<file path="config.mk">
export PLATFORM = sky130hd
export DESIGN_NAME = delta_timer_queue_top
export DESIGN_NICKNAME = d
export VERILOG_FILES = /design/src/design/dtq_pkg.sv /design/src/design/dtq_ram.sv /design/src/design/delta_timer_queue_top.sv
export SDC_FILE = /design/constraint.sdc
export NUM_CORES = 1
export LEC_CHECK = 0
export ABC_AREA = 1
export BUFFER_PORTS_ARGS = -buffer_cell sky130_fd_sc_hd__buf_2
export CAP_MARGIN = 15
export CORE_MARGIN = 3
export CORE_UTILIZATION = 35
export CTS_CLUSTER_DIAMETER = 50
export CTS_CLUSTER_SIZE = 12
export DETAILED_ROUTE_END_ITERATION = 6
export GPL_ROUTABILITY_DRIVEN = 0
export PLACE_DENSITY = 0.5
export SLEW_MARGIN = 40
export SYNTH_ARGS = -nofsm -noshare
export SYNTH_HDL_FRONTEND = slang
export SYNTH_SLANG_ARGS = --single-unit
</file>
<file path="constraint.sdc">
create_clock -name clk -period 6.6 [get_ports clk]
set_clock_uncertainty 0.15 [all_clocks]
set_input_delay 0.66 -clock clk [delete_from_list [all_inputs] [get_ports clk]]
set_output_delay 0.66 -clock clk [all_outputs]
set_load 0.005 [all_outputs]
</file>
<file path="src/design/dtq_pkg.sv">
`default_nettype none

package dtq_pkg;

  localparam int unsigned DTQ_DEPTH = 32;

  localparam int unsigned DELAY_W = 16;
  localparam int unsigned MASK_W  = 16;
  localparam int unsigned ENTRY_W = DELAY_W + MASK_W;

  localparam logic OP_INSERT = 1'b0;
  localparam logic OP_POP    = 1'b1;

  localparam logic [1:0] STAT_INSERTED = 2'd0;
  localparam logic [1:0] STAT_MERGED   = 2'd1;
  localparam logic [1:0] STAT_REJECTED = 2'd2;
  localparam logic [1:0] STAT_POPPED   = 2'd3;

endpackage

`default_nettype wire

</file>
<file path="src/design/dtq_ram.sv">
`default_nettype none

// Simple dual-port RAM: one write port, one read port with registered data.
module dtq_ram #(
  parameter int unsigned WIDTH = 32,
  parameter int unsigned DEPTH = 32,
  localparam int unsigned AW = (DEPTH > 1) ? $clog2(DEPTH) : 1
) (
  input  wire logic             clk,
  input  wire logic             wr_en,
  input  wire logic [AW-1:0]    wr_addr,
  input  wire logic [WIDTH-1:0] wr_data,
  input  wire logic [AW-1:0]    rd_addr,
  output logic      [WIDTH-1:0] rd_data
);

  logic [WIDTH-1:0] mem_r [DEPTH];
  logic [WIDTH-1:0] rd_data_r;

  always_ff @(posedge clk) begin
    if (wr_en) begin
      mem_r[wr_addr] <= wr_data;
    end
    rd_data_r <= mem_r[rd_addr];
  end

  assign rd_data = rd_data_r;

endmodule

`default_nettype wire

</file>
<file path="src/design/delta_timer_queue_top.sv">
`default_nettype none

// Channel   Direction  Handshake               Payload
// in_       input      in_valid / in_ready     op, delay, task_mask, pop_count
// out_      output     out_valid / out_ready   status, head_delay, head_tasks, occupancy
//
// One transaction at a time; each RAM entry visited is read through the single read port.
// An insert of a zero delay is rejected; any other insert walks the list from the head, and a
// pop that leaves survivors copies each one forward.
// Reset (rst_n low, synchronous) empties the queue; the RAM keeps its contents, as entries
// at or past the count are never used. A finished result waits in the output register while
// the next transaction is taken; only a second finished result stalls on out_ready.
module delta_timer_queue_top
  import dtq_pkg::*;
#(
  parameter int unsigned DEPTH = DTQ_DEPTH
) (
  input  wire logic        clk,
  input  wire logic        rst_n,
  input  wire logic        in_valid,
  output logic             in_ready,
  input  wire logic        in_op,
  input  wire logic [15:0] in_delay,
  input  wire logic [15:0] in_task_mask,
  input  wire logic [5:0]  in_pop_count,
  output logic             out_valid,
  input  wire logic        out_ready,
  output logic [1:0]       out_status,
  output logic [15:0]      out_head_delay,
  output logic [15:0]      out_head_tasks,
  output logic [5:0]       out_occupancy
);

  // Address, count and comparison widths all follow from DEPTH.
  localparam int unsigned AW = (DEPTH > 1) ? $clog2(DEPTH) : 1;
  localparam int unsigned CW = $clog2(DEPTH + 1);
  localparam int unsigned NW = (CW > 6) ? CW : 6;

  // Sequencer states.
  localparam logic [2:0] S_IDLE   = 3'd0;
  localparam logic [2:0] S_WALK   = 3'd1;
  localparam logic [2:0] S_APPEND = 3'd2;
  localparam logic [2:0] S_POP    = 3'd3;
  localparam logic [2:0] S_DONE   = 3'd4;

  logic [2:0]    state_r, state_nxt;
  logic [CW-1:0] count_r, count_nxt;
  logic [CW-1:0] eidx_r, eidx_nxt;     // entry whose RAM data is on rd_data
  logic [CW-1:0] npop_r, npop_nxt;     // saturated pop count
  logic [16:0]   sum_r, sum_nxt;       // prefix sum of the entries before eidx_r
  logic          shift_r, shift_nxt;   // new entry placed, rippling the rest back
  logic [ENTRY_W-1:0] carry_r, carry_nxt;
  logic [15:0]   delay_r, delay_nxt;
  logic [15:0]   mask_r, mask_nxt;
  logic [1:0]    stat_r, stat_nxt;
  logic [15:0]   head_delta_r, head_mask_r;

  logic          out_valid_r, out_valid_nxt;
  logic [1:0]    out_status_r;
  logic [15:0]   out_head_delay_r, out_head_tasks_r;
  logic [5:0]    out_occ_r;
  logic          out_load;

  // RAM port signals.
  logic               wr_en;
  logic [AW-1:0]      wr_addr;
  logic [ENTRY_W-1:0] wr_data;
  logic [AW-1:0]      rd_addr;
  logic [ENTRY_W-1:0] rd_data;

  // Each RAM word packs the delta in the upper half and the task mask below.
  dtq_ram #(
    .WIDTH(ENTRY_W),
    .DEPTH(DEPTH)
  ) u_entry_ram (
    .clk    (clk),
    .wr_en  (wr_en),
    .wr_addr(wr_addr),
    .wr_data(wr_data),
    .rd_addr(rd_addr),
    .rd_data(rd_data)
  );

  logic [15:0]   ent_delta, ent_mask;
  logic [16:0]   sum_new, delay_ext;
  logic [16:0]   gap_before, gap_after, gap_tail;
  logic [CW-1:0] eidx_inc, count_dec, pop_dst;
  logic [NW-1:0] pop_ext, count_ext;
  logic [CW-1:0] pop_sat;
  logic          is_last, is_full;

  assign ent_delta  = rd_data[ENTRY_W-1:MASK_W];
  assign ent_mask   = rd_data[MASK_W-1:0];
  assign delay_ext  = {1'b0, delay_r};
  assign sum_new    = sum_r + {1'b0, ent_delta};
  // Deltas never wrap: the list sums to the largest delay it holds.
  assign gap_before = delay_ext - sum_r;
  assign gap_after  = sum_new - delay_ext;
  assign gap_tail   = delay_ext - sum_new;
  assign eidx_inc   = eidx_r + CW'(1);
  assign count_dec  = count_r - CW'(1);
  assign pop_dst    = eidx_r - npop_r;
  assign is_last    = (eidx_r == count_dec);
  assign is_full    = (count_r == CW'(DEPTH));
  assign pop_ext    = NW'(in_pop_count);
  assign count_ext  = NW'(count_r);
  assign pop_sat    = (pop_ext > count_ext) ? count_r : CW'(in_pop_count);

  assign in_ready = (state_r == S_IDLE);

  always_comb begin
    state_nxt = state_r;
    count_nxt = count_r;
    eidx_nxt  = eidx_r;
    npop_nxt  = npop_r;
    sum_nxt   = sum_r;
    shift_nxt = shift_r;
    carry_nxt = carry_r;
    delay_nxt = delay_r;
    mask_nxt  = mask_r;
    stat_nxt  = stat_r;
    wr_en     = 1'b0;
    wr_addr   = eidx_r[AW-1:0];
    wr_data   = rd_data;
    // By default the next entry is prefetched so one entry retires per cycle.
    rd_addr   = eidx_inc[AW-1:0];
    out_load  = 1'b0;

    case (state_r)
      S_IDLE: begin
        rd_addr = '0;
        if (in_valid) begin
          delay_nxt = in_delay;
          mask_nxt  = in_task_mask;
          if (in_op == OP_POP) begin
            stat_nxt = STAT_POPPED;
            npop_nxt = pop_sat;
            if (pop_sat == '0) begin
              state_nxt = S_DONE;
            end else if (pop_sat == count_r) begin
              count_nxt = '0;
              state_nxt = S_DONE;
            end else begin
              rd_addr   = pop_sat[AW-1:0];
              eidx_nxt  = pop_sat;
              state_nxt = S_POP;
            end
          end else if (in_delay == '0) begin
            stat_nxt  = STAT_REJECTED;
            state_nxt = S_DONE;
          end else if (count_r == '0) begin
            carry_nxt = {in_delay, in_task_mask};
            state_nxt = S_APPEND;
          end else begin
            eidx_nxt  = '0;
            sum_nxt   = '0;
            shift_nxt = 1'b0;
            state_nxt = S_WALK;
          end
        end
      end

      S_WALK: begin
        if (shift_r) begin
          // Ripple: each entry moves back one place behind the new one.
          wr_en     = 1'b1;
          wr_data   = carry_r;
          carry_nxt = rd_data;
          if (is_last) begin
            state_nxt = S_APPEND;
          end else begin
            eidx_nxt = eidx_inc;
          end
        end else if (delay_ext == sum_new) begin
          // Same expiry time as an existing entry: merge the task bits.
          wr_en     = 1'b1;
          wr_data   = {ent_delta, ent_mask | mask_r};
          stat_nxt  = STAT_MERGED;
          state_nxt = S_DONE;
        end else if (delay_ext < sum_new) begin
          if (is_full) begin
            stat_nxt  = STAT_REJECTED;
            state_nxt = S_DONE;
          end else begin
            // Place the new entry here; the displaced entry keeps its mask and
            // its delta shrinks by the new entry's share.
            wr_en     = 1'b1;
            wr_data   = {gap_before[15:0], mask_r};
            carry_nxt = {gap_after[15:0], ent_mask};
            shift_nxt = 1'b1;
            if (is_last) begin
              state_nxt = S_APPEND;
            end else begin
              eidx_nxt = eidx_inc;
            end
          end
        end else begin
          sum_nxt = sum_new;
          if (is_last) begin
            if (is_full) begin
              stat_nxt  = STAT_REJECTED;
              state_nxt = S_DONE;
            end else begin
              carry_nxt = {gap_tail[15:0], mask_r};
              state_nxt = S_APPEND;
            end
          end else begin
            eidx_nxt = eidx_inc;
          end
        end
      end

      S_APPEND: begin
        wr_en     = 1'b1;
        wr_addr   = count_r[AW-1:0];
        wr_data   = carry_r;
        count_nxt = count_r + CW'(1);
        stat_nxt  = STAT_INSERTED;
        state_nxt = S_DONE;
      end

      S_POP: begin
        // Copy each surviving entry forward by the pop count.
        wr_en   = 1'b1;
        wr_addr = pop_dst[AW-1:0];
        wr_data = rd_data;
        if (is_last) begin
          count_nxt = count_r - npop_r;
          state_nxt = S_DONE;
        end else begin
          eidx_nxt = eidx_inc;
        end
      end

      S_DONE: begin
        if (!out_valid_r || out_ready) begin
          out_load  = 1'b1;
          state_nxt = S_IDLE;
        end
      end

      default: begin
        state_nxt = S_IDLE;
      end
    endcase
  end

  assign out_valid_nxt = (out_valid_r && !out_ready) || out_load;

  always_ff @(posedge clk) begin
    if (!rst_n) begin
      state_r     <= S_IDLE;
      count_r     <= '0;
      out_valid_r <= 1'b0;
    end else begin
      state_r     <= state_nxt;
      count_r     <= count_nxt;
      out_valid_r <= out_valid_nxt;
    end
  end

  // Working registers and the result payload need no reset.
  always_ff @(posedge clk) begin
    eidx_r  <= eidx_nxt;
    npop_r  <= npop_nxt;
    sum_r   <= sum_nxt;
    shift_r <= shift_nxt;
    carry_r <= carry_nxt;
    delay_r <= delay_nxt;
    mask_r  <= mask_nxt;
    stat_r  <= stat_nxt;
    // A shadow copy of entry 0 follows every write to it.
    if (wr_en && (wr_addr == '0)) begin
      head_delta_r <= wr_data[ENTRY_W-1:MASK_W];
      head_mask_r  <= wr_data[MASK_W-1:0];
    end
    if (out_load) begin
      out_status_r     <= stat_r;
      out_head_delay_r <= (count_r == '0) ? '0 : head_delta_r;
      out_head_tasks_r <= (count_r == '0) ? '0 : head_mask_r;
      out_occ_r        <= count_ext[5:0];
    end
  end

  assign out_valid      = out_valid_r;
  assign out_status     = out_status_r;
  assign out_head_delay = out_head_delay_r;
  assign out_head_tasks = out_head_tasks_r;
  assign out_occupancy  = out_occ_r;

endmodule

`default_nettype wire

</file>
---- Word level (Yosys, flattened, before mapping) ----
Memories as Yosys holds them, arrays and structs flattened. A register that Yosys moved wholly into a read port is not among the register bits.
Cells that the tools add are included.
word-level totals
  register bits ........................... 178
  bits in writable memories ............... 1024
  bits of input ports ..................... 43
  output and inout port bits .............. 42
  word-level logic and storage cells ...... 177
  memories kept ........................... 1
cells by class
  add/subtract/negate cells ............... 9
  magnitude comparators ................... 2
  equality and inequality tests ........... 32
  multiplexer cells ....................... 90
  bitwise gates (word level) .............. 1
  reduce and logical (&&, ||, !) cells .... 25
memory list
  name               depth  width  rd ports  clocked after memory_dff  write ports  RTL line       text
  u_entry_ram.mem_r  32     32     1         1                         1            dtq_ram.sv:17  logic [WIDTH-1:0] mem_r [DEPTH];
operator list
  operator                                      count
  two-way mux 32 bit                            14
  one-hot mux 32 bit (2 select lines)           2
  two-way mux 17 bit                            7
  two-way mux 6 bit                             17
  subtractor 16 bit                             3
  two-way mux 3 bit                             14
  one-hot mux 6 bit (3 select lines)            2
  one-hot mux 17 bit (2 select lines)           1
  two-way mux 5 bit                             5
  AND reduction 8 bit                           3
  inequality test 2 bit, second input constant  10
  two-way mux 2 bit                             9
  inequality test 3 bit, second input constant  6
  adder 17 x 16 -> 17 bit                       1
  == test 16 x 17 -> 1 bit                      1
  < comparator 16 x 17 -> 1 bit                 1
  zero test 16 bit                              1
  OR 16 bit                                     1
  one-hot mux 3 bit (5 select lines)            1
  two-way mux 1 bit                             14
  adder 6 x 1 -> 6 bit, second input constant   2
  == test 6 bit                                 2
  zero test 6 bit                               2
  inequality test 4 bit, second input constant  3
  27 further kinds                              37

---- Depth between registers and ports, before layout ----
  depth after elaboration ................. 8
  mapped depth ............................ 27
  depth with buffers taken out ............ 26

---- Modules after synthesis ----
Synthesis repeated with hierarchy kept, for this count alone.
unflattened totals
  cells, all modules ...................... 5073
  area, all modules ....................... 54807.6 µm²
by module, submodules not included
  module                 times used  cells an instance  area an instance (µm²)  sequential area each (µm²)
  dtq_ram                1           3536               42405.7                 31390.1
  delta_timer_queue_top  1           1537               12401.9                 5245.0

---- Worst setup path before layout ----
OpenSTA, ideal clock, no wires.
  kind .................................... register -> register
  start point ............................. reg sum_r[0]
  end point ............................... mem u_entry_ram.mem_r[13][0] (enable)
  setup time .............................. 0.421 ns
  arrival ................................. 4.867 ns
  data required time ...................... 6.029 ns
  path slack .............................. 1.161 ns
  stages on the path, launching flop included .. 23
  buffers on the path ..................... 0
  period minus slack after synthesis ...... 5.439 ns
  cells stage by stage .................... edfxtp_1 > ha_1 > fa_1 > nand3_1 > nand2_1 > a21oi_1 > o21bai_1 > a21oi_1 > o21bai_1 > xor2_1 > inv_1 > ha_1 > a21oi_1 > nor2_1 > nor2_1 > o41ai_1 > nand2_1 > nand2_1 > inv_2 > nand2_1 > nand4_1 > nand3b_1 > nor2_1
on the way
  longest elaborated chain between the ends .. 8
  elaborated cells on any way between the ends .. 9
  those cells by class .................... add/sub (1); order compare (1); eq/ne (1); mux (6)
ends and longest elaborated chain
  what                                       RTL line                      text
  start, declared                            delta_timer_queue_top.sv:50   logic [16:0] sum_r, sum_nxt;
  start signal, assigned                     delta_timer_queue_top.sv:266  sum_r <= sum_nxt;
  adder 17 x 16 -> 17 bit *                  delta_timer_queue_top.sv:95   assign sum_new = sum_r + {1'b0, ent_delta};
  named net sum_new[14]                      delta_timer_queue_top.sv:85   logic [16:0] sum_new, delay_ext;
  < comparator 16 x 17 -> 1 bit              delta_timer_queue_top.sv:180  end else if (delay_ext < sum_new) begin
  two-way mux 1 bit                          delta_timer_queue_top.sv:180
  two-way mux 1 bit *                        delta_timer_queue_top.sv:174  end else if (delay_ext == sum_new) begin
  two-way mux 1 bit *                        delta_timer_queue_top.sv:164  if (shift_r) begin
  one-hot mux 1 bit (2 select lines) *       delta_timer_queue_top.sv:129  case (state_r)
  two-way mux 1 bit *                        dtq_ram.sv:21                 if (wr_en) begin
  two-way mux 1 bit (not written as such) *  dtq_ram.sv:22                 mem_r[wr_addr] <= wr_data;
  end, declared                              dtq_ram.sv:17
Mark *: on every way through the listed nets, which the timed path passes. The rest lies on a longest branch.

---- Final worst setup path ----
  start point ............................. reg sum_r[0]
  end point ............................... mem u_entry_ram.mem_r[13][14] (enable)
The elaborated chain is that of the path after synthesis.

==> results.md <==
- IR drop worst, VDD: 0.532 mV
- Hold Path End: delay_r[0]$_DFFE_PP_
- Clk pwr share: 19.5%
- Avg Inst Size Synth: 10.1 µm²
- Status: completed
- Setup slack at placement: 374 ps
- Period utilization: 95.3%
- Normalized max-slew margin: 40.8%
- Routed Antenna Nets: 0
- Fmax: 159 MHz
- Routed WL: 197 mm
- Final Hold Fails: 0
- Routing usage on met2: 36.4%
- Area Growth Syn to Fin: 15.0%
- Top cell type's share of synthesized area: 62.4%
- Hold WC Path Type: input pin to register
- Max-Cap Viols: 0
- Final setup viols: 0
- Post-synth EDFFs: 1192
- Initial antenna violation count: 6
- CTS max path bufs: 3
- Fillers: 15679
- Critical hold path startpoint: in_delay[0]
- Sequential share of power: 30.9%
- Worst r2r src: sum_r[0]$_SDFFCE_PN0P_
- Site Rows: 147
- Drt first pass iters: 6
- Hold Path Cell Cnt: 1
- Die X: 411 µm
- Fraction of registers with async set or reset after synthesis: 0%
- Final core occ: 40.8%
- Crit path kind: register to register
- Count of pins over their slew limit: 0
- YS warnings: 0
- GRT Residual Overflow: 0
- Clock-pin slew on the worst setup and hold paths: 60 ps
- HPWL after DPL: 112 mm
- Initial Utilization: 35.5%
- Post-route setup TNS: 0 ps
- Vias per cell: 5.23
- Cells after DPL: 7749
- NetSw: 18300 µW
- Latest clock arrival within the worst-skew pair: 780 ps
- # DRC: 0
- Sequential-to-total area share from yosys stat: 63.8%
- RSZ-0062 raised after global routing: false
- Total chip power: 39800 µW
- Number of gates resized after cts: 0
- Pleak: 0.0269 µW
- CTS H-tree lvls: 4
- R2r setup slk: 310 ps
- Layout cells sized above 1: 9.03%
- Met1 GRT Util: 31.4%
- Seq cells post-synth: 1234
- Arr. time, crit path: 6590 ps
- Largest cells by area after synthesis: edfxtp_1 (62%), nand3_1 (10%), nand2_1 (9.3%), inv_1 (4.9%), nand3b_1 (1.8%)
- Post-Synthesis Cells: 5676
- Non-Filler Instances: 8042
- Leading area contributor after synthesis: edfxtp_1
- GR peak layer: met2
- CP endpoint kind: register
- Min Tclk post-route: 6290 ps
- TritonCTS clock tree: built
- Worst R2R End: u_entry_ram.mem_r[13][14]$_DFFE_PP_
- DRT iter0 DRCs: 4294
- Mapped cell area: 57400 µm²
- I/O Pins: 85
- Number of global-route vias before repair: 40497
- Sw frac: 46.1%
- Top FF cell, synth: edfxtp_1
- CP max FO: 20
- CP startpoint kind: register
- CP required: 6900 ps
- Pint: 21400 µW
- Commonest non-fill, non-tap cell in the layout: nand2_1
- PD cells: 603 nW/µm²
- Fin nets: 5905
- Tot GR Track Use: 23.0%
- Drt wl/cell: 24.5 µm
- Clk sink count: 1234
- Die footprint: 169000 µm²
- Most frequent cells in the layout: nand2_1 (1426), edfxtp_1 (1192), nand3_1 (1155)
- Setup ws final: 309 ps
- TritonCTS Buffers: 145
- Core area: 162000 µm²
- Worst-Margin Slew: 887 ps
- Synthesized net count: 5802
- Die Ht: 411 µm
- Met3 Usage GRT: 3.43%
- Worst Reg-to-Reg Cells: 25
- Netlist cell types: 51
- Logic pwr share: 49.6%
- Port buffer count: 84
- First-pass GRT wire length: 286 mm
- Largest net degree at the start of global routing: 169
- Clk Tree Root Cell: clkbuf_16
- Vias after detailed routing: 42060
[worst max-delay path, stage by stage (launching register included)]
cell	delay [ps]
edfxtp_1	400
ha_1	250
fa_1	430
nand3_1	110
nand2_1	90
a21oi_1	370
o21bai_1	210
a21oi_1	320
o21bai_1	120
xor2_1	280
inv_1	80
ha_1	370
a21oi_1	230
nor2_1	70
nor2_1	110
o41ai_1	90
nand2_1	160
nand2_1	110
inv_2	70
nand2_1	70
nand4_1	270
nand3b_1	210
buf_4	230
buf_4	170
nor2_4	630
buf_12	320
[what timing repair did]
action	4_1_cts	5_1_grt
setup endpoints to repair	0	109
setup buffers	0	13
hold endpoints to repair	31	0
hold buffers	27	0
[area by class of cell]
cell class	instances	area, µm²	share of cell area [%]
diodes	1	2.50	0.00379
well taps	2160	2700	4.09
repair buffers	274	2480	3.76
clock buffers	180	3890	5.89
flip-flops and latches	1234	36600	55.5
inverters	754	2850	4.31
multi-input cells	3370	16800	25.4
clock inverters	69	647	0.980
[cell usage after synthesis (7+ instances only)]
| library cell | number |
|---|---|
| o21ai_1 | 7 |
| o21ai_0 | 64 |
| nand3_1 | 1156 |
| ha_1 | 77 |
| nor2_1 | 155 |
| buf_1 | 37 |
| o21bai_1 | 9 |
| o21ai_2 | 7 |
| clkbuf_1 | 111 |
| inv_1 | 744 |
| edfxtp_1 | 1192 |
| buf_2 | 148 |
| dfxtp_1 | 42 |
| a21o_1 | 19 |
| o211ai_1 | 15 |
| xor2_1 | 38 |
| nand2_1 | 1427 |
| o22ai_1 | 26 |
| buf_4 | 16 |
| nor3_1 | 15 |
| inv_2 | 7 |
| nand4_1 | 8 |
| a21oi_1 | 134 |
| xnor2_1 | 14 |
| nand3b_1 | 137 |
[logic make-up after synthesis]
logic type,count (synthesis),synth area share [%]
adders and majority gates,83,1.89
DFF,1234,63.8
xor gates and xnor gates,53,0.822
buffers and inverters,1072,7.52
and+or+nand+nor,2921,22.8
AOI/OAI and AO/OA,313,3.19
[through the flow]
step	hold WS [ps]	instance area, µm²
after floorplan	250	57400
after global placement	254	60800
after detailed placement	260	61000
after CTS	5.11	65800
after global routing	8.57	66000
final	44.9	66000
[state kept, by name, indices dropped and copies added (netlist names), 17 cells and up]
register	flops
u_entry_ram.mem_r	1024
carry_r	32
u_entry_ram.rd_data	32
sum_r	17
[worst max path at each step]
stage / slack (ps) / endpoint / start / depth (start not counted)
floorplan: 1160 / u_entry_ram.mem_r[13][0]$_DFFE_PP_ / sum_r[0]$_SDFFCE_PN0P_ / 22
global placement: 410 / u_entry_ram.mem_r[8][8]$_DFFE_PP_ / sum_r[0]$_SDFFCE_PN0P_ / 25
detailed placement: 370 / u_entry_ram.mem_r[21][9]$_DFFE_PP_ / sum_r[0]$_SDFFCE_PN0P_ / 25
CTS: 350 / u_entry_ram.mem_r[21][9]$_DFFE_PP_ / sum_r[0]$_SDFFCE_PN0P_ / 25
global route: 6 / u_entry_ram.mem_r[5][31]$_DFFE_PP_ / sum_r[0]$_SDFFCE_PN0P_ / 25
finish: 310 / u_entry_ram.mem_r[13][14]$_DFFE_PP_ / sum_r[0]$_SDFFCE_PN0P_ / 25
[power by group through the flow]
stage | Clock (µW) | Combinational (µW) | Sequential (µW)
2_1_floorplan | 0 | 12100 | 12300
3_3_place_gp | 0 | 19500 | 12400
3_5_place_dp | 0 | 19500 | 12400
5_1_grt | 8220 | 21600 | 12300
6_report | 7760 | 19700 | 12300
4_1_cts | 7910 | 19600 | 12300
[metal layers]
metal	share of wire (%)	routed length [µm]	vias up
met1	43	85200	20746
met4	4.3	8470	2
met3	6.7	13100	325
li1	-	-	19361
met2	46	90100	1626
met5	0.0066	13	-
Note: power is estimated with default switching activity, not from simulation.
